`src/rtl/core/solenoid_pulse_train_generator_top_assert.svh`:
```
// assertion macros for the pulse train generator
`ifndef SOLENOID_PULSE_TRAIN_GENERATOR_TOP_ASSERT_SVH
`define SOLENOID_PULSE_TRAIN_GENERATOR_TOP_ASSERT_SVH

// clocked check, switched off while in reset
`define SPTG_ASSERT(lbl, prop, msg) \
  lbl: assert property (@(posedge clk_i) disable iff (!rst_ni) (prop)) else $error(msg);

// implication whose consequent is checked in the next cycle
`define SPTG_ASSERT_NEXT(lbl, ante, cons, msg) \
  lbl: assert property (@(posedge clk_i) disable iff (!rst_ni) (ante) |=> (cons)) \
    else $error(msg);

`endif

```
`src/rtl/core/sptg_pkg.sv`:
```
package sptg_pkg;

  localparam int unsigned TIME_WIDTH_DEF  = 32;
  localparam int unsigned COUNT_WIDTH_DEF = 8;

  localparam int unsigned NOW_W    = 32;
  localparam int unsigned PULSE_W  = 8;
  localparam int unsigned PERIOD_W = 16;
  localparam int unsigned DUTY_W   = 7;
  localparam int unsigned PROD_W   = PERIOD_W + DUTY_W;
  localparam int unsigned CFG_IDX_W  = 2;
  localparam int unsigned CFG_DATA_W = 16;

  localparam logic [PERIOD_W-1:0] PERIOD_RST = 16'd2000;
  localparam logic [DUTY_W-1:0]   DUTY_RST   = 7'd10;
  localparam logic [DUTY_W-1:0]   DUTY_MAX   = 7'd100;
  localparam logic [PROD_W-1:0]   PROD_RST   = 23'd20000;
  localparam logic [PERIOD_W-1:0] ON_LEN_RST = 16'd200;

  // floor(x / 100) == (x * RECIP_100) >> RECIP_SHIFT for x below 2^23
  localparam int unsigned RECIP_W     = 26;
  localparam int unsigned RECIP_SHIFT = 32;
  localparam logic [RECIP_W-1:0] RECIP_100 = 26'd42949673;
  localparam int unsigned RPROD_W = PROD_W + RECIP_W;

  typedef enum logic [2:0] {
    CMD_TICK     = 3'd0,
    CMD_SET_TIME = 3'd1,
    CMD_ARM      = 3'd2,
    CMD_FORCE_ON = 3'd3,
    CMD_FORCE_OFF = 3'd4
  } cmd_e;

  typedef enum logic [CFG_IDX_W-1:0] {
    CFG_PERIOD = 2'd0,
    CFG_DUTY   = 2'd1,
    CFG_LEVEL  = 2'd2
  } cfg_idx_e;

  typedef enum logic [2:0] {
    PH_READY = 3'b001,
    PH_FIRE  = 3'b010,
    PH_REST  = 3'b100
  } phase_e;

  localparam logic [1:0] PHASE_CODE_READY = 2'd0;
  localparam logic [1:0] PHASE_CODE_FIRE  = 2'd1;
  localparam logic [1:0] PHASE_CODE_REST  = 2'd2;

  typedef struct packed {
    logic [2:0]         cmd;
    logic [NOW_W-1:0]   now_ms;
    logic [PULSE_W-1:0] pulse_count;
  } in_item_t;

  typedef struct packed {
    logic               drive_level;
    logic [1:0]         phase;
    logic [PULSE_W-1:0] pulses_fired;
    logic               busy_res;
  } out_item_t;

endpackage

```
`src/rtl/core/solenoid_pulse_train_generator_top.sv`:
```
// an item taken into the input register has its result written to the output register once the output is not stalled
// throughput: one item per cycle while the output is not stalled, set by the single state update stage
// on-time is refreshed after a period or duty write, first into prod_q and then into on_len_q
// reset: asynchronous active low, clears all state and the pipeline,
// loads period 2000, duty 10, active level 1
module solenoid_pulse_train_generator_top #(
  parameter int unsigned TIME_WIDTH  = sptg_pkg::TIME_WIDTH_DEF,
  parameter int unsigned COUNT_WIDTH = sptg_pkg::COUNT_WIDTH_DEF
) (
  input  logic                                    clk_i,
  input  logic                                    rst_ni,
  input  logic                                    in_valid_i,
  output logic                                    in_stall_o,
  input  sptg_pkg::in_item_t                      in_item_i,
  output logic                                    out_valid_o,
  input  logic                                    out_stall_i,
  output sptg_pkg::out_item_t                     out_item_o,
  input  logic                                    cfg_valid_i,
  output logic                                    cfg_ready_o,
  input  logic [sptg_pkg::CFG_IDX_W-1:0]          cfg_index_i,
  input  logic [sptg_pkg::CFG_DATA_W-1:0]         cfg_data_i
);
  import sptg_pkg::*;

  logic                   cfg_we;
  logic [PERIOD_W-1:0]    period_q;
  logic [DUTY_W-1:0]      duty_q;
  logic                   level_q;
  logic [DUTY_W-1:0]      duty_sat;
  logic [PERIOD_W-1:0]    mul_a;
  logic [DUTY_W-1:0]      mul_b;
  logic [PROD_W-1:0]      prod_q;
  logic [RPROD_W-1:0]     rprod;
  logic [PERIOD_W-1:0]    on_len_q;
  logic [PERIOD_W-1:0]    off_len;

  logic                   adv;
  logic                   proc;
  logic                   in_vld_q;
  in_item_t               in_q;
  logic                   out_vld_q;
  out_item_t              out_q;
  out_item_t              out_d;

  phase_e                 phase_q, phase_d;
  logic [TIME_WIDTH-1:0]  start_q, start_d;
  logic [TIME_WIDTH-1:0]  stored_q, stored_d;
  logic [COUNT_WIDTH-1:0] fired_q, fired_d;
  logic [COUNT_WIDTH-1:0] goal_q, goal_d;
  logic                   train_q, train_d;
  logic                   pin_q, pin_d;
  logic [TIME_WIDTH-1:0]  now_t;
  logic [TIME_WIDTH-1:0]  elapsed;
  logic                   pulse_end;

  // configuration and on-time
  assign cfg_ready_o = 1'b1;
  assign cfg_we      = cfg_valid_i & cfg_ready_o;
  assign duty_sat    = (cfg_data_i[DUTY_W-1:0] > DUTY_MAX) ? DUTY_MAX
                                                           : cfg_data_i[DUTY_W-1:0];
  assign mul_a = (cfg_index_i == CFG_PERIOD) ? cfg_data_i[PERIOD_W-1:0] : period_q;
  assign mul_b = (cfg_index_i == CFG_DUTY) ? duty_sat : duty_q;
  assign rprod = RPROD_W'(prod_q) * RPROD_W'(RECIP_100);
  assign off_len = period_q - on_len_q;

  always_ff @(posedge clk_i or negedge rst_ni) begin
    if (!rst_ni) begin
      period_q <= PERIOD_RST;
      duty_q   <= DUTY_RST;
      level_q  <= 1'b1;
      prod_q   <= PROD_RST;
      on_len_q <= ON_LEN_RST;
    end else begin
      on_len_q <= rprod[RECIP_SHIFT +: PERIOD_W];
      if (cfg_we) begin
        prod_q <= PROD_W'(mul_a * PROD_W'(mul_b));
        unique case (cfg_index_i)
          CFG_PERIOD: period_q <= cfg_data_i[PERIOD_W-1:0];
          CFG_DUTY:   duty_q   <= duty_sat;
          CFG_LEVEL:  level_q  <= cfg_data_i[0];
          default: ;
        endcase
      end
    end
  end

  // pipeline control
  assign adv        = !out_vld_q || !out_stall_i;
  assign proc       = in_vld_q && adv;
  assign in_stall_o = in_vld_q && !adv;

  always_ff @(posedge clk_i or negedge rst_ni) begin
    if (!rst_ni) begin
      in_vld_q  <= 1'b0;
      out_vld_q <= 1'b0;
    end else begin
      if (!in_stall_o) begin
        in_vld_q <= in_valid_i;
      end
      if (adv) begin
        out_vld_q <= in_vld_q;
      end
    end
  end

  always_ff @(posedge clk_i) begin
    if (in_valid_i && !in_stall_o) begin
      in_q <= in_item_i;
    end
    if (proc) begin
      out_q <= out_d;
    end
  end

  // command processing
  assign now_t   = TIME_WIDTH'(in_q.now_ms);
  assign elapsed = now_t - start_q;

  always_comb begin
    phase_d  = phase_q;
    start_d  = start_q;
    stored_d = stored_q;
    fired_d  = fired_q;
    goal_d   = goal_q;
    train_d  = train_q;
    pin_d    = pin_q;
    if (proc) begin
      case (in_q.cmd)
        CMD_TICK: begin
          stored_d = now_t;
          if (fired_q < goal_q) begin
            train_d = 1'b1;
          end
          if (train_d) begin
            unique case (phase_q)
              PH_READY: begin
                start_d = now_t;
                phase_d = PH_FIRE;
                pin_d   = level_q;
              end
              PH_FIRE: begin
                if (TIME_WIDTH'(on_len_q) < elapsed) begin
                  start_d = now_t;
                  phase_d = PH_REST;
                  pin_d   = ~level_q;
                end
              end
              PH_REST: begin
                pin_d = ~level_q;
                if (TIME_WIDTH'(off_len) < elapsed) begin
                  phase_d = PH_READY;
                  fired_d = fired_q + 1'b1;
                  train_d = 1'b0;
                  start_d = now_t;
                end
              end
              default: ;
            endcase
          end
        end
        CMD_SET_TIME: stored_d = now_t;
        CMD_ARM: begin
          train_d = 1'b1;
          goal_d  = COUNT_WIDTH'(in_q.pulse_count);
          fired_d = '0;
        end
        CMD_FORCE_ON: begin
          pin_d   = level_q;
          phase_d = PH_FIRE;
          start_d = stored_q;
        end
        CMD_FORCE_OFF: begin
          pin_d   = ~level_q;
          phase_d = PH_REST;
        end
        default: ;
      endcase
    end
  end

  always_comb begin
    out_d.drive_level  = pin_d;
    out_d.pulses_fired = PULSE_W'(fired_d);
    out_d.busy_res     = train_d;
    unique case (phase_d)
      PH_READY: out_d.phase = PHASE_CODE_READY;
      PH_FIRE:  out_d.phase = PHASE_CODE_FIRE;
      PH_REST:  out_d.phase = PHASE_CODE_REST;
      default:  out_d.phase = PHASE_CODE_READY;
    endcase
  end

  always_ff @(posedge clk_i or negedge rst_ni) begin
    if (!rst_ni) begin
      phase_q  <= PH_READY;
      start_q  <= '0;
      stored_q <= '0;
      fired_q  <= '0;
      goal_q   <= '0;
      train_q  <= 1'b0;
      pin_q    <= 1'b0;
    end else begin
      phase_q  <= phase_d;
      start_q  <= start_d;
      stored_q <= stored_d;
      fired_q  <= fired_d;
      goal_q   <= goal_d;
      train_q  <= train_d;
      pin_q    <= pin_d;
    end
  end

  assign out_valid_o = out_vld_q;
  assign out_item_o  = out_q;

  // a tick that closes the resting phase
  assign pulse_end = proc && (in_q.cmd == CMD_TICK) && (phase_q == PH_REST) &&
                     (phase_d == PH_READY);

`include "solenoid_pulse_train_generator_top_assert.svh"

  `SPTG_ASSERT_NEXT(a_held_item_kept, in_vld_q && out_vld_q && out_stall_i, in_vld_q,
    "held item lost")
  `SPTG_ASSERT(a_on_len_bound, !$past(cfg_we) |-> (on_len_q <= period_q),
    "on-time above period")
  `SPTG_ASSERT(a_result_from_item, $rose(out_vld_q) |-> $past(in_vld_q), "result without item")
  `SPTG_ASSERT_NEXT(a_pulse_count, pulse_end,
    (fired_q == COUNT_WIDTH'($past(fired_q) + 1'b1)) && !train_q, "pulse end not counted")

endmodule

```
`config.mk`:
```
export PLATFORM = sky130hd
export DESIGN_NAME = solenoid_pulse_train_generator_top
export DESIGN_NICKNAME = d
export VERILOG_FILES = /design/src/rtl/core/sptg_pkg.sv /design/src/rtl/core/solenoid_pulse_train_generator_top.sv
export VERILOG_INCLUDE_DIRS = /design/src /design/src/rtl/core
export SDC_FILE = /design/constraint.sdc
export NUM_CORES = 1
export LEC_CHECK = 0
export BUFFER_PORTS_ARGS = -buffer_cell sky130_fd_sc_hd__buf_2
export CORE_UTILIZATION = 60
export CTS_BUF_LIST = sky130_fd_sc_hd__clkbuf_4
export CTS_CLUSTER_SIZE = 16
export DETAILED_ROUTE_END_ITERATION = 6
export PLACE_DENSITY = 0.89
export SLEW_MARGIN = 30
export SYNTH_ARGS = -nofsm -noshare
export SYNTH_HDL_FRONTEND = slang
export SYNTH_SLANG_ARGS = --single-unit
```
`constraint.sdc`:
```
create_clock -name clk_i -period 14.15 [get_ports clk_i]
set_input_delay 0.7075 -clock clk_i [delete_from_list [all_inputs] [get_ports clk_i]]
set_output_delay 0.7075 -clock clk_i [all_outputs]
set_load 0.005 [all_outputs]
```
[After elaboration in Yosys (flattened, before gate mapping)]
Cells that the tools add are included.
Storage, ports and cells
  register bits after elaboration: 205
  input port bits: 66
  output and inout bits: 15
  logic and storage cells: 95
Cells by class
  $add $sub $neg: 3
  multipliers: 2
  order comparisons: 4
  eq/ne operators: 15
  mux-type cells: 33
  bitwise gates (word level): 1
  reduce and logical (&&, ||, !) cells: 16
Operator list (number)
  two-way mux 32 bit: 3
  one-hot mux 32 bit (3 select lines): 1
  < comparator 16 x 32 -> 1 bit: 2
  one-hot mux 32 bit (2 select lines): 1
  multiplier 23 x 26 -> 48 bit (second input constant): 1
  two-way mux 8 bit: 4
  subtractor 32 bit: 1
  multiplier 16 x 7 -> 23 bit: 1
  one-hot mux 3 bit (3 select lines): 2
  two-way mux 16 bit: 1
  one-hot mux 8 bit (2 select lines): 1
  subtractor 16 bit: 1
  two-way mux 7 bit: 2
  equality test 3 x 2 -> 1 bit (second input constant): 4
  two-way mux 3 bit: 4
  two-way mux 1 bit: 10
  equality test 3 bit (second input constant): 3
  adder 8 x 1 -> 8 bit (second input constant): 1
  < comparator 8 bit: 1
  > comparator 7 bit (second input constant): 1
  equality test 3 x 1 -> 1 bit (second input constant): 2
  inequality test 3 bit (second input constant): 2
  one-hot mux 1 bit (3 select lines): 2
  AND reduction 2 bit: 3
  15 further kinds: 20

[Longest topological paths before layout]
Gate-level depths: netlist (run 1).
  depth after elaboration: 9
  depth in mapped cells: 27
  depth with buffers taken out: 26

[Least setup slack after synthesis (run 1)]
Ideal clock, no wire load.
  path kind: flip-flop to flip-flop
  start point: register prod_q[6]
  end point: register on_len_q[15]
  setup time: 125 ps
  arrival: 6853 ps
  data required time: 14025 ps
  slack: 7172 ps
  cell stages (with the launch flop): 25
  path buffers: 0
  period minus slack after synthesis: 6978 ps
  cells stage by stage: dfrtp_1 > fa_1 > fa_1 > inv_1 > fa_1 > inv_1 > fa_1 > fa_1 > fa_1 > inv_1 > fa_1 > inv_1 > ha_1 > a21o_1 > a21o_1 > a21oi_1 > nor3_1 > nor4_1 > a31oi_1 > o31ai_1 > and2_1 > o21ai_0 > a41o_1 > o41a_1 > xnor2_1
Between the ends
  longest elaborated chain between the ends: 1
Ends and longest elaborated chain
  from (decl): line solenoid_pulse_train_generator_top.sv:32  | logic [PROD_W-1:0] prod_q;
  from (signal assigned): line solenoid_pulse_train_generator_top.sv:76  | prod_q <= PROD_W'(mul_a * PROD_W'(mul_b));
  multiplier 23 x 26 -> 48 bit: line solenoid_pulse_train_generator_top.sv:63  | assign rprod = RPROD_W'(prod_q) * RPROD_W'(RECIP_100);
  net rprod[47]: line solenoid_pulse_train_generator_top.sv:33  | logic [RPROD_W-1:0] rprod;
  to (signal assigned): line solenoid_pulse_train_generator_top.sv:74  | on_len_q <= rprod[RECIP_SHIFT +: PERIOD_W];
  to (decl): line solenoid_pulse_train_generator_top.sv:34  | logic [PERIOD_W-1:0] on_len_q;
The timed path passes the listed nets, and every way through them passes these cells.
A chain may end at the register's enable or synchronous reset.

[Worst setup path in the final report (run 1)]
  start point: register prod_q[13]
  end point: register on_len_q[13]
Same word-level chain as after synthesis.

==> impl_metrics.prom, run 1 <==
# TYPE chip_impl_metric gauge
chip_impl_info{name="outcome",value="complete, but fails checks"} 1
chip_impl_info{name="failing_checks",value="DRC"} 1
chip_impl_metric{name="io_pins",unit=""} 81
chip_impl_info{name="hp-class",value="primary input to register"} 1
chip_impl_metric{name="cts_htree_levels",unit=""} 2
chip_impl_metric{name="antenna_found_initial",unit=""} 6
chip_impl_info{name="synth_top_cell_by_area",value="fa_1"} 1
chip_impl_info{name="setup_repair_after_global_routing_missed_its_margin",value="no"} 1
chip_impl_metric{name="detail_route.vias_per_cell",unit=""} 5.884
chip_impl_info{name="holdCritStartpoint",value="in_item_i[42]"} 1
chip_impl_metric{name="proportion_of_layout_cells_with_a_drive_suffix_above_1",unit=""} 0.1140
chip_impl_info{name="worst_setup_path_startpoint",value="prod_q[13]"} 1
chip_impl_metric{name="wire_length_of_the_first_global_routing_pass",unit="microns"} 97270
chip_impl_info{name="synth.area.top_cells",value="fa_1 22%, ha_1 19%, dfrtp_1 14%"} 1
chip_impl_metric{name="drt_pre_antenna_iters",unit=""} 7
chip_impl_info{name="leading_cell_type_in_the_layout_fill_and_taps_excluded",value="inv_1"} 1
chip_impl_info{name="clk_root_buffer_cell",value="clkbuf_4"} 1
chip_impl_info{name="crit_type",value="register to register"} 1
chip_impl_metric{name="clk-insertion-delay-late",unit="ns"} 0.80
chip_impl_metric{name="cts.path.max_buffers",unit=""} 3
chip_impl_metric{name="num-nets-final",unit=""} 3212
chip_impl_metric{name="routed-via-count",unit=""} 18200
chip_impl_metric{name="wl",unit="microns"} 58360
chip_impl_metric{name="fp.dieW",unit="microns"} 200.6
chip_impl_metric{name="post-route-drc-count",unit=""} 1
chip_impl_metric{name="ys_warn_count",unit=""} 0
chip_impl_metric{name="timing.final.max_slew_violations",unit=""} 0
chip_impl_metric{name="starting_density_of_the_core",unit=""} 0.6098
chip_impl_metric{name="max-slew-margin-rel",unit=""} 0.2973
chip_impl_metric{name="drt_iter0_drc",unit=""} 1210
chip_impl_metric{name="worst-endpoint-required",unit="ns"} 14.81
chip_impl_metric{name="netlist.area_leader.share",unit=""} 0.2232
chip_impl_metric{name="postSynth.asyncResetShare",unit=""} 0.7317
chip_impl_metric{name="clkSinkCount",unit=""} 205
chip_impl_metric{name="grt_overflow_total",unit=""} 0
chip_impl_metric{name="syn_area",unit="sq um"} 23680
chip_impl_metric{name="final.setup.tns",unit="ns"} 0
chip_impl_metric{name="flip_flop_and_latch_area",unit="sq um"} 5428
chip_impl_metric{name="clock.fmax",unit="GHz"} 0.1260
chip_impl_metric{name="drtAntennaViolNets",unit=""} 0
chip_impl_metric{name="multiInputGateArea",unit="sq um"} 16260
chip_impl_info{name="layout_common_cells",value="475 x inv_1, 359 x ha_1, 264 x fa_1"} 1
chip_impl_metric{name="worst-slew-pin-transition",unit="ns"} 1.025
chip_impl_metric{name="pin_count_of_the_biggest_net_entering_global_routing",unit=""} 91
chip_impl_metric{name="finalWorstSetupSlack",unit="ns"} 6.212
chip_impl_metric{name="finClkSkew",unit="ns"} 0.09241
chip_impl_metric{name="yosysSeqAreaShare",unit=""} 0.2293
chip_impl_metric{name="syn-instance-count",unit=""} 2413
chip_impl_metric{name="cp_max_fo",unit=""} 8
chip_impl_info{name="worst_r2r_startpoint",value="prod_q[13]"} 1
chip_impl_metric{name="cp.arrival",unit="ns"} 8.60
chip_impl_metric{name="synth_edf_count",unit=""} 55
chip_impl_info{name="yosys_most_used_dff",value="dfrtp_1"} 1
chip_impl_metric{name="synth_cell_types",unit=""} 84
chip_impl_metric{name="synth.avg_cell_area",unit="sq um"} 9.812
chip_impl_metric{name="filler_cell_count",unit=""} 2909
chip_impl_metric{name="timing.final.crit_period",unit="ns"} 7.938
chip_impl_metric{name="globalplace.congestion",unit=""} 0.9978
chip_impl_metric{name="setup_violations",unit=""} 0
chip_impl_metric{name="syn_to_layout_area_delta",unit="%"} 7.668
chip_impl_metric{name="vias_in_the_first_global_route",unit=""} 19270
chip_impl_metric{name="synth_fp_nets",unit=""} 3102
chip_impl_metric{name="std_cell_rows",unit=""} 72
chip_impl_metric{name="cts_made_buffers",unit=""} 57
chip_impl_metric{name="path_clk_slew",unit="ns"} 0.07
chip_impl_info{name="critical_path.endpoint_type",value="register"} 1
chip_impl_metric{name="grt_usage",unit=""} 0.3015
chip_impl_metric{name="routed_wire_length_per_instance",unit="microns"} 18.87
chip_impl_metric{name="io_buffer_count",unit=""} 79
chip_impl_info{name="startpoint_class_of_the_critical_path",value="register"} 1
chip_impl_metric{name="dpl.hpwl",unit="microns"} 47810
chip_impl_metric{name="floorplan.core_area",unit="sq um"} 38830
chip_impl_metric{name="timing.final.hold_violations",unit=""} 0
chip_impl_metric{name="die_area",unit="sq um"} 40260
chip_impl_metric{name="cap_violations",unit=""} 0
chip_impl_metric{name="detailedPlace.worstSlack",unit="ns"} 6.306
chip_impl_metric{name="ys_ff_latch",unit=""} 205
chip_impl_metric{name="layout_worst_path_cycle_share",unit=""} 0.5610
chip_impl_metric{name="dieHeight",unit="microns"} 200.6
chip_impl_info{name="cts_tree",value="built"} 1
synth_stat cells, types with 5 or more instances:
master     number
nor2_1        164
a22o_1          5
o21ai_1         6
dfrtp_1       132
o21ai_0        69
o211ai_1       14
or2_2          18
a211oi_1       15
a21boi_0        5
o2111ai_1       8
a2111oi_0       9
xor2_1         20
nand3_1        33
nor4_1          8
a21o_1         46
nand4b_1        5
a31oi_1         9
o21a_1         16
or3_1           9
clkbuf_1       38
nand4_1        14
and2_1          9
fa_1          264
ha_1          359
nor3_1         29
inv_1         475
mux2i_1        18
mux2_2         50
nand2_1       119
nand2b_1       34
xnor2_1        45
and3_1         11
dfstp_2        18
or4_1           6
nor2b_1        12
a21oi_1       139
edfxtp_1       55
o22ai_1        34
o31ai_1        12
o21bai_1        8
registers in the layout (all words and copies together), names as in the netlist, 3 cells and up:
register    flops
period_q       16
prod_q         23
now_t          32
goal_q          8
on_len_q       16
in_q           11
fired_q         8
phase_q         3
duty_q          7
start_q        32
stored_q       32
out_item_o     12
layer usage:
metal | global-route usage | routed length, microns | up-vias | part of all wire
li1 | - | - | 8326 | -
met1 | 0.3901 | 24190 | 9052 | 0.41
met2 | 0.5115 | 28570 | 662 | 0.49
met3 | 0.04610 | 3432 | 152 | 0.059
met4 | 0.1150 | 2101 | 6 | 0.036
met5 | 0 | 60 | - | 0.0010
repair_timing:
action	CTS	global route
setup buffers	0	0
hold endpoints to repair	3	0
hold buffers	1	0
resized for setup	0	0
logic make-up (layout without fill, tap and decap cells):
group,count (synthesis),count (layout),share of synthesized area
multiplexers,68,68,0.03139
adder cells (fa/ha/maj),625,625,0.4138
AO/OA/AOI/OAI,439,439,0.1199
other,1,5,0.0001584
flip-flops,205,205,0.2293
buffers and inverters,525,683,0.08429
AND/OR/NAND/NOR,485,485,0.09714
XOR/XNOR,65,65,0.02405
worst max-delay path: stages (launching register included):
cell     delay [ns]
dfrtp_1        0.52
fa_1           0.64
inv_1          0.08
fa_1           0.52
inv_1          0.06
fa_1           0.50
inv_1          0.07
fa_1           0.50
inv_1          0.06
fa_1           0.54
inv_1          0.07
fa_1           0.42
inv_1          0.09
fa_1           0.44
ha_1           0.34
nand4_1        0.19
nor2_1         0.18
nand2_1        0.06
a21oi_1        0.17
or3b_2         0.49
a31oi_1        0.37
o31ai_1        0.17
and2_1         0.20
o21ai_0        0.50
a41o_1         0.33
or2_2          0.14
xor2_1         0.18
layout make-up:
cell class / count / area share
Inverter: 475 / 0.06995
Antenna cell: 4 / 0.0003927
Sequential cell: 205 / 0.2129
Multi-Input combinational cell: 1683 / 0.6380
Clock inverter: 28 / 0.006970
Tap cell: 518 / 0.02543
Timing Repair Buffer: 101 / 0.02312
Clock buffer: 79 / 0.02327
final timing paths:
| path | endpoint | slack [ns] | depth (start not counted) |
|---|---|---|---|
| setup / recovery | on_len_q[13] | 6.21 | 26 |
| max in group asynchronous | stored_q[0] | 12.64 | 3 |
| setup reg to reg | on_len_q[13] | 6.21 | 26 |
| min in group asynchronous | start_q[28] | 0.38 | 2 |
| hold reg to reg | goal_q[1] | 0.48 | 2 |
| hold / removal | in_q[42] | 0.1 | 1 |
stage by stage:
stage	instance area, sq um	hold WS [ns]	util	instances
floorplan	23680	0.4119	-	2413
global placement	24670	0.4489	0.6353	2980
detailed placement	24670	0.4592	0.6353	2980
CTS	25450	0.04406	0.6554	3088
global route	25480	0.05406	0.6563	3090
finish	25490	0.09625	0.6565	3093
Power of run 1 is not shown: default switching activity piles up to over one toggle a cycle in this logic, so the estimate is an artifact.
==> run 2, diff against run 1 <==
--- a/config.mk
+++ b/config.mk
@@ -6,6 +6,7 @@
 export SDC_FILE = /design/constraint.sdc
 export NUM_CORES = 1
 export LEC_CHECK = 0
+export ABC_AREA = 1
 export BUFFER_PORTS_ARGS = -buffer_cell sky130_fd_sc_hd__buf_2
 export CORE_UTILIZATION = 60
 export CTS_BUF_LIST = sky130_fd_sc_hd__clkbuf_4
==> constraint.sdc (replaced) <==
create_clock -name clk_i -period 7.9 [get_ports clk_i]
set_input_delay 0.395 -clock clk_i [delete_from_list [all_inputs] [get_ports clk_i]]
set_output_delay 0.395 -clock clk_i [all_outputs]
set_load 0.005 [all_outputs]
==> impl_metrics.prom, run 2 <==
# TYPE chip_impl_metric gauge
chip_impl_metric{name="ff2ff_setup_slack",unit="ns"} 1.39
chip_impl_metric{name="proportion_of_layout_cells_with_a_drive_suffix_above_1",unit=""} 0.08008
chip_impl_metric{name="syn_to_layout_area_delta",unit="%"} 8.769
chip_impl_metric{name="dpl.hpwl",unit="microns"} 51580
chip_impl_metric{name="synth.avg_cell_area",unit="sq um"} 8.142
chip_impl_metric{name="detail_route.vias_per_cell",unit=""} 5.426
chip_impl_info{name="synth_top_cell_by_area",value="fa_1"} 1
chip_impl_metric{name="synth_cell_types",unit=""} 53
chip_impl_metric{name="grt_overflow_total",unit=""} 0
chip_impl_metric{name="post-route-drc-count",unit=""} 1
chip_impl_metric{name="routed_wire_length_per_instance",unit="microns"} 16.70
chip_impl_metric{name="routed-via-count",unit=""} 20850
chip_impl_info{name="cts_tree",value="built"} 1
chip_impl_metric{name="pin_count_of_the_biggest_net_entering_global_routing",unit=""} 87
chip_impl_info{name="outcome",value="complete, but fails checks"} 1
chip_impl_info{name="crit-reg2reg-capture",value="on_len_q[8]"} 1
chip_impl_info{name="crit_family",value="adder cells"} 1
chip_impl_metric{name="post_cts_resize_count",unit=""} 0
chip_impl_metric{name="worst_path_largest_cell_delay",unit="ns"} 0.61
chip_impl_metric{name="floorplan.core_area",unit="sq um"} 41200
chip_impl_metric{name="clock.fmax",unit="GHz"} 0.1537
chip_impl_metric{name="drtAntennaViolNets",unit=""} 0
chip_impl_metric{name="path_depth",unit=""} 20
chip_impl_metric{name="wl",unit="microns"} 64160
chip_impl_metric{name="synth_fp_nets",unit=""} 3796
chip_impl_metric{name="worst-slew-pin-transition",unit="ns"} 0.9643
chip_impl_info{name="synth.area.top_cells",value="fa_1 21%, ha_1 18%, dfrtp_1 13%"} 1
chip_impl_metric{name="yosysSeqAreaShare",unit=""} 0.2146
chip_impl_metric{name="filler_cell_count",unit=""} 3212
chip_impl_metric{name="antenna_found_initial",unit=""} 2
chip_impl_metric{name="timing.final.crit_period",unit="ns"} 6.507
chip_impl_metric{name="drt_iter0_drc",unit=""} 1767
chip_impl_metric{name="max-slew-margin-rel",unit=""} 0.3504
chip_impl_metric{name="cap_violations",unit=""} 0
chip_impl_info{name="slowest_stage",value="dfrtp_1"} 1
chip_impl_metric{name="holdPathStages",unit=""} 6
chip_impl_metric{name="globalplace.congestion",unit=""} 1.019
chip_impl_metric{name="netlist.area_leader.share",unit=""} 0.2089
chip_impl_metric{name="worst-endpoint-required",unit="ns"} 8.50
chip_impl_info{name="critical_path.endpoint_type",value="register"} 1
chip_impl_metric{name="die_area",unit="sq um"} 42990
chip_impl_info{name="crit_type",value="register to register"} 1
chip_impl_info{name="clk_root_buffer_cell",value="clkbuf_4"} 1
chip_impl_info{name="min_delay_worst_endpoint",value="period_q[10]"} 1
chip_impl_metric{name="postSynth.asyncResetShare",unit=""} 0.7317
chip_impl_info{name="yosys_most_used_dff",value="dfrtp_1"} 1
chip_impl_metric{name="r2r_depth",unit=""} 20
chip_impl_info{name="post_synth_most_frequent_cells",value="753 x inv_1, 654 x nand2_1, 359 x ha_1, 264 x fa_1, 199 x nor2_1"} 1
chip_impl_metric{name="cts_htree_levels",unit=""} 2
chip_impl_metric{name="timing.final.max_slew_violations",unit=""} 0
chip_impl_metric{name="ys_ff_latch",unit=""} 205
chip_impl_metric{name="setup_violations",unit=""} 0
chip_impl_metric{name="io_pins",unit=""} 81
chip_impl_metric{name="clkSinkCount",unit=""} 205
chip_impl_metric{name="std_cell_rows",unit=""} 74
chip_impl_info{name="setup_repair_after_global_routing_missed_its_margin",value="no"} 1
chip_impl_metric{name="clk-insertion-delay-late",unit="ns"} 0.75
chip_impl_metric{name="timing.final.hold_violations",unit=""} 0
chip_impl_metric{name="detailedPlace.worstSlack",unit="ns"} 1.426
chip_impl_info{name="holdCritStartpoint",value="cfg_data_i[10]"} 1
chip_impl_metric{name="ys_warn_count",unit=""} 0
chip_impl_info{name="cp_common_cell",value="fa_1"} 1
chip_impl_metric{name="vias_in_the_first_global_route",unit=""} 21490
chip_impl_info{name="failing_checks",value="DRC"} 1
chip_impl_metric{name="fp.dieW",unit="microns"} 207.3
chip_impl_info{name="leading_cell_type_in_the_layout_fill_and_taps_excluded",value="inv_1"} 1
chip_impl_metric{name="drt_pre_antenna_iters",unit=""} 7
chip_impl_metric{name="cts.path.max_buffers",unit=""} 3
chip_impl_metric{name="syn-instance-count",unit=""} 3107
chip_impl_metric{name="syn_area",unit="sq um"} 25300
chip_impl_info{name="timing.critical_path.cells",value="ha_1 > fa_1 > inv_1 > fa_1 > fa_1 > fa_1 > fa_1 > inv_1 > fa_1 > ha_1 > nand2_1 > nor4_1 > nand2_1 > nand2_1 > a21oi_1 > o21ai_0 > a21oi_1 > nor2_1 > nor2_1 > xnor2_1"} 1
chip_impl_metric{name="grt_usage",unit=""} 0.3065
chip_impl_metric{name="hold_ws",unit="ns"} 0.1400
chip_impl_metric{name="synth_edf_count",unit=""} 55
chip_impl_metric{name="num-nets-final",unit=""} 3951
chip_impl_metric{name="wire_length_of_the_first_global_routing_pass",unit="microns"} 105700
chip_impl_metric{name="dieHeight",unit="microns"} 207.3
chip_impl_metric{name="cp_max_fo",unit=""} 10
chip_impl_metric{name="finalWorstSetupSlack",unit="ns"} 1.393
chip_impl_metric{name="path_clk_slew",unit="ns"} 0.07
chip_impl_metric{name="final.setup.tns",unit="ns"} 0
chip_impl_info{name="startpoint_class_of_the_critical_path",value="register"} 1
chip_impl_metric{name="final_core_utilization",unit=""} 0.6678
chip_impl_metric{name="cts_made_buffers",unit=""} 55
chip_impl_metric{name="starting_density_of_the_core",unit=""} 0.6140
chip_impl_info{name="synth.most_common_cell",value="inv_1"} 1
chip_impl_metric{name="io_buffer_count",unit=""} 79
chip_impl_metric{name="layout_worst_path_cycle_share",unit=""} 0.8237
chip_impl_metric{name="worstPathBufferInverterCount",unit=""} 2
chip_impl_metric{name="finClkSkew",unit="ns"} 0.05001
chip_impl_info{name="hp-class",value="primary input to register"} 1
chip_impl_info{name="worst_r2r_startpoint",value="prod_q[3]"} 1
chip_impl_metric{name="cp.arrival",unit="ns"} 7.11
chip_impl_info{name="layout_common_cells",value="751 x inv_1, 653 x nand2_1, 359 x ha_1"} 1
run 2: what timing repair did:
item | CTS | global route
hold buffers | 49 | 0
endpoints found under the setup margin | 0 | 0
endpoints found under the hold margin | 127 | 0
setup buffers | 0 | 0
run 2: per-layer routing:
metal,vias to the layer above,routed length [microns],track usage
met5,-,48,0
met4,2,2928,0.1374
met3,195,4277,0.04660
met2,824,30960,0.5261
met1,9825,25950,0.3827
li1,10000,-,-
run 2: how the worst max path moves through the flow:
stage	start	endpoint
after floorplan	prod_q[6]	on_len_q[14]
after global placement	cfg_index_i[0]	prod_q[20]
after detailed placement	cfg_index_i[1]	prod_q[20]
after CTS	prod_q[3]	on_len_q[8]
after global routing	cfg_index_i[1]	prod_q[20]
final	prod_q[3]	on_len_q[8]
run 2: cell type report:
cell class / instances / area, sq um / area share
multi-input cells: 2106 / 16840 / 0.6120
flip-flops and latches: 205 / 5428 / 0.1973
inverters: 757 / 2844 / 0.1034
repair buffers: 137 / 959.7 / 0.03488
well taps: 532 / 665.6 / 0.02419
clock buffers: 85 / 638.1 / 0.02319
clock inverters: 19 / 138.9 / 0.005047
diodes: 1 / 2.502 / 0.00009094
run 2: worst min-delay path, cell delays in order:
cell	delay, ns
buf_2	0.09
inv_1	0.04
nand2_1	0.05
o21ai_0	0.07
buf_4	0.16
o21ai_0	0.08
run 2: logic make-up after synthesis:
family,Yosys count,synth area share
other cells,1,0.0001482
fa+ha+maj,623,0.3865
flops,205,0.2146
buf+inv,796,0.1201
compound gates,404,0.09298
mux,2,0.0007914
simple gates,1015,0.1639
xor+xnor,61,0.02112
run 2: per-stage QoR:
step / std cells / instance area (sq um)
after detailed placement: 3688 / 26240
after global placement: 3688 / 26240
after CTS: 3841 / 27510
final: 3842 / 27520
after global routing: 3842 / 27520
after floorplan: 3107 / 25300
Power of run 2 is left out for the same reason.
==> run 3, diff against run 2 <==
==> constraint.sdc (replaced) <==
create_clock -name clk_i -period 6 [get_ports clk_i]
set_input_delay 0.3 -clock clk_i [delete_from_list [all_inputs] [get_ports clk_i]]
set_output_delay 0.3 -clock clk_i [all_outputs]
set_load 0.005 [all_outputs]
==> impl_metrics.prom, run 3 (same netlist as run 2, synthesis figures left out) <==
# TYPE chip_impl_metric gauge
chip_impl_info{name="outcome",value="complete, but fails checks"} 1
chip_impl_info{name="failing_checks",value="DRC, setup timing"} 1
chip_impl_info{name="slowest_stage",value="fa_2"} 1
chip_impl_metric{name="finClkSkew",unit="ns"} 0.02152
chip_impl_info{name="worst_setup_path_startpoint",value="prod_q[20]"} 1
chip_impl_metric{name="globalRouteMet2Util",unit=""} 0.5445
chip_impl_metric{name="proportion_of_layout_cells_with_a_drive_suffix_above_1",unit=""} 0.1386
chip_impl_metric{name="max-slew-margin-rel",unit=""} 0.4123
chip_impl_metric{name="finalWorstSetupSlack",unit="ns"} -0.02586
chip_impl_metric{name="cap_violations",unit=""} 0
chip_impl_metric{name="cts_htree_levels",unit=""} 2
chip_impl_info{name="setup_crit_end",value="on_len_q[9]"} 1
chip_impl_metric{name="groute.layer.met1.usage",unit=""} 0.3888
chip_impl_info{name="clk_root_buffer_cell",value="clkbuf_4"} 1
chip_impl_metric{name="grt_overflow_total",unit=""} 0
chip_impl_info{name="crit-reg2reg-capture",value="on_len_q[9]"} 1
chip_impl_info{name="leading_cell_type_in_the_layout_fill_and_taps_excluded",value="inv_1"} 1
chip_impl_info{name="global_route.peak_usage_layer",value="met2"} 1
chip_impl_info{name="critical_path.endpoint_type",value="register"} 1
chip_impl_metric{name="io_buffer_count",unit=""} 79
chip_impl_metric{name="ff2ff_setup_slack",unit="ns"} -0.03
chip_impl_metric{name="std_cell_rows",unit=""} 74
chip_impl_metric{name="drt_pre_antenna_iters",unit=""} 7
chip_impl_metric{name="worst-endpoint-required",unit="ns"} 6.63
chip_impl_metric{name="fp.dieW",unit="microns"} 207.3
chip_impl_metric{name="floorplan.core_area",unit="sq um"} 41200
chip_impl_metric{name="r2r_depth",unit=""} 23
chip_impl_metric{name="syn_to_layout_area_delta",unit="%"} 13.99
chip_impl_metric{name="worst_path_largest_cell_delay",unit="ns"} 0.60
chip_impl_metric{name="cts.path.max_buffers",unit=""} 3
chip_impl_metric{name="layout_worst_path_cycle_share",unit=""} 1.004
chip_impl_info{name="cp_common_cell",value="inv_1"} 1
chip_impl_metric{name="clock.fmax",unit="GHz"} 0.1660
chip_impl_metric{name="path_depth",unit=""} 23
chip_impl_info{name="crit_type",value="register to register"} 1
chip_impl_metric{name="cts_made_buffers",unit=""} 55
chip_impl_metric{name="routed_wire_length_per_instance",unit="microns"} 17.83
chip_impl_metric{name="dpl.hpwl",unit="microns"} 53780
chip_impl_info{name="hp-class",value="primary input to register"} 1
chip_impl_metric{name="detail_route.vias_per_cell",unit=""} 5.540
chip_impl_metric{name="path_clk_slew",unit="ns"} 0.07
chip_impl_info{name="layout_common_cells",value="732 x inv_1, 641 x nand2_1, 344 x ha_1"} 1
chip_impl_metric{name="timing.final.hold_violations",unit=""} 0
chip_impl_metric{name="num-nets-final",unit=""} 4061
chip_impl_info{name="cts_tree",value="built"} 1
chip_impl_metric{name="antenna_found_initial",unit=""} 1
chip_impl_metric{name="timing.final.max_slew_violations",unit=""} 0
chip_impl_metric{name="drt_iter0_drc",unit=""} 1815
chip_impl_metric{name="timing.final.crit_period",unit="ns"} 6.026
chip_impl_metric{name="filler_cell_count",unit=""} 2981
chip_impl_metric{name="cp_max_fo",unit=""} 4
chip_impl_info{name="timing.critical_path.cells",value="fa_2 > inv_1 > fa_1 > inv_1 > fa_1 > inv_1 > fa_1 > inv_1 > fa_1 > fa_1 > ha_1 > ha_4 > a21oi_1 > inv_1 > a21oi_1 > o21a_1 > o21ai_2 > nor2_2 > inv_1 > a21oi_2 > o21bai_2 > buf_4 > xor2_1"} 1
chip_impl_metric{name="drtAntennaViolNets",unit=""} 0
chip_impl_info{name="worst_r2r_startpoint",value="prod_q[20]"} 1
chip_impl_metric{name="globalplace.congestion",unit=""} 0.9609
chip_impl_metric{name="clkSinkCount",unit=""} 205
chip_impl_metric{name="wl",unit="microns"} 70480
chip_impl_metric{name="routed-via-count",unit=""} 21900
chip_impl_metric{name="final_core_utilization",unit=""} 0.6999
chip_impl_metric{name="die_area",unit="sq um"} 42990
chip_impl_info{name="setup_repair_after_global_routing_missed_its_margin",value="yes"} 1
chip_impl_metric{name="vias_in_the_first_global_route",unit=""} 22160
chip_impl_metric{name="pin_count_of_the_biggest_net_entering_global_routing",unit=""} 88
chip_impl_info{name="crit_family",value="adder cells"} 1
chip_impl_metric{name="io_pins",unit=""} 81
chip_impl_metric{name="post-route-drc-count",unit=""} 1
chip_impl_info{name="startpoint_class_of_the_critical_path",value="register"} 1
chip_impl_metric{name="starting_density_of_the_core",unit=""} 0.6140
chip_impl_metric{name="setup_violations",unit=""} 2
chip_impl_metric{name="grt_usage",unit=""} 0.3196
chip_impl_metric{name="clk-insertion-delay-late",unit="ns"} 0.75
chip_impl_metric{name="worstPathBufferInverterCount",unit=""} 7
chip_impl_metric{name="worst-slew-pin-transition",unit="ns"} 0.8816
chip_impl_metric{name="met3_usage",unit=""} 0.05401
chip_impl_metric{name="dieHeight",unit="microns"} 207.3
chip_impl_metric{name="cp.arrival",unit="ns"} 6.66
chip_impl_metric{name="wire_length_of_the_first_global_routing_pass",unit="microns"} 109600
==> run 3: cell types whose count changed in the layout (fill, tap and decap cells not counted), sizes merged <==
cell,delta
inv,+1
bufinv,-2
clkinv,-3
clkbuf,+3
clkinvlp,+1
buf,+107
dlygate4sd3,+3
==> run 3: worst min-delay path by stage <==
stage | startpoint | endpoint | slack, ns | cells after the start
6_report | cfg_data_i[8] | period_q[8] | 0.06 | 4
5_1_grt | cfg_data_i[8] | period_q[8] | 0.04 | 4
4_1_cts | cfg_data_i[8] | period_q[8] | 0.007 | 4
3_5_place_dp | rst_ni | stored_q[15] | 0.43 | 1
3_3_place_gp | rst_ni | stored_q[15] | 0.42 | 1
2_1_floorplan | rst_ni | duty_q[0] | 0.004 | 0
==> run 3: worst reg2reg max path: stages (launching register included) <==
cell	delay, ns
dfrtp_1	0.41
fa_2	0.60
inv_1	0.09
fa_1	0.49
inv_1	0.08
fa_1	0.55
inv_1	0.07
fa_1	0.54
inv_1	0.06
fa_1	0.51
fa_1	0.49
ha_1	0.38
ha_4	0.31
a21oi_1	0.14
inv_1	0.09
a21oi_1	0.16
o21a_1	0.16
o21ai_2	0.05
nor2_2	0.14
inv_1	0.07
a21oi_2	0.16
o21bai_2	0.11
buf_4	0.14
xor2_1	0.13
==> run 3: final cells by class <==
cell class                      count  area (sq um)  share of cell area
Antenna cell                        1         2.502          0.00008678
Clock buffer                       88         660.6             0.02291
Clock inverter                     16         77.57            0.002690
Inverter                          757          2845             0.09866
Multi-Input combinational cell   2106         17320              0.6004
Sequential cell                   205          5430              0.1883
Tap cell                          532         665.6             0.02308
Timing Repair Buffer              247          1841             0.06382
==> run 3: what timing repair did <==
action                                  CTS  global route
hold buffers                             52             0
resized for setup                         6           124
pin swaps                                 3            73
endpoints found under the setup margin    5            21
setup buffers                             0            11
endpoints found under the hold margin   118             0
==> run 3: stage by stage <==
step                std cells  cell area (sq um)  hold WS (ns)  setup TNS (ns)  setup WS (ns)
floorplan                3107              25300      0.004409               0         0.1007
global placement         3785              26990        0.4237        -0.02084       -0.01286
detailed placement       3785              26990        0.4272        -0.09602       -0.04867
CTS                      3941              28280      0.007168       -0.005433      -0.004457
global route             3952              28840       0.03846          -1.349        -0.3086
finish                   3952              28840       0.05914        -0.03219       -0.02586
==> run 3: per-layer routing <==
metal | share of wire | wire length (microns) | up-vias
li1 | - | - | 10220
met1 | 0.38 | 26940 | 10320
met2 | 0.48 | 33810 | 1035
met3 | 0.074 | 5241 | 324
met4 | 0.064 | 4486 | 0
met5 | 0 | 0 | -
Power of run 3 is left out for the same reason.
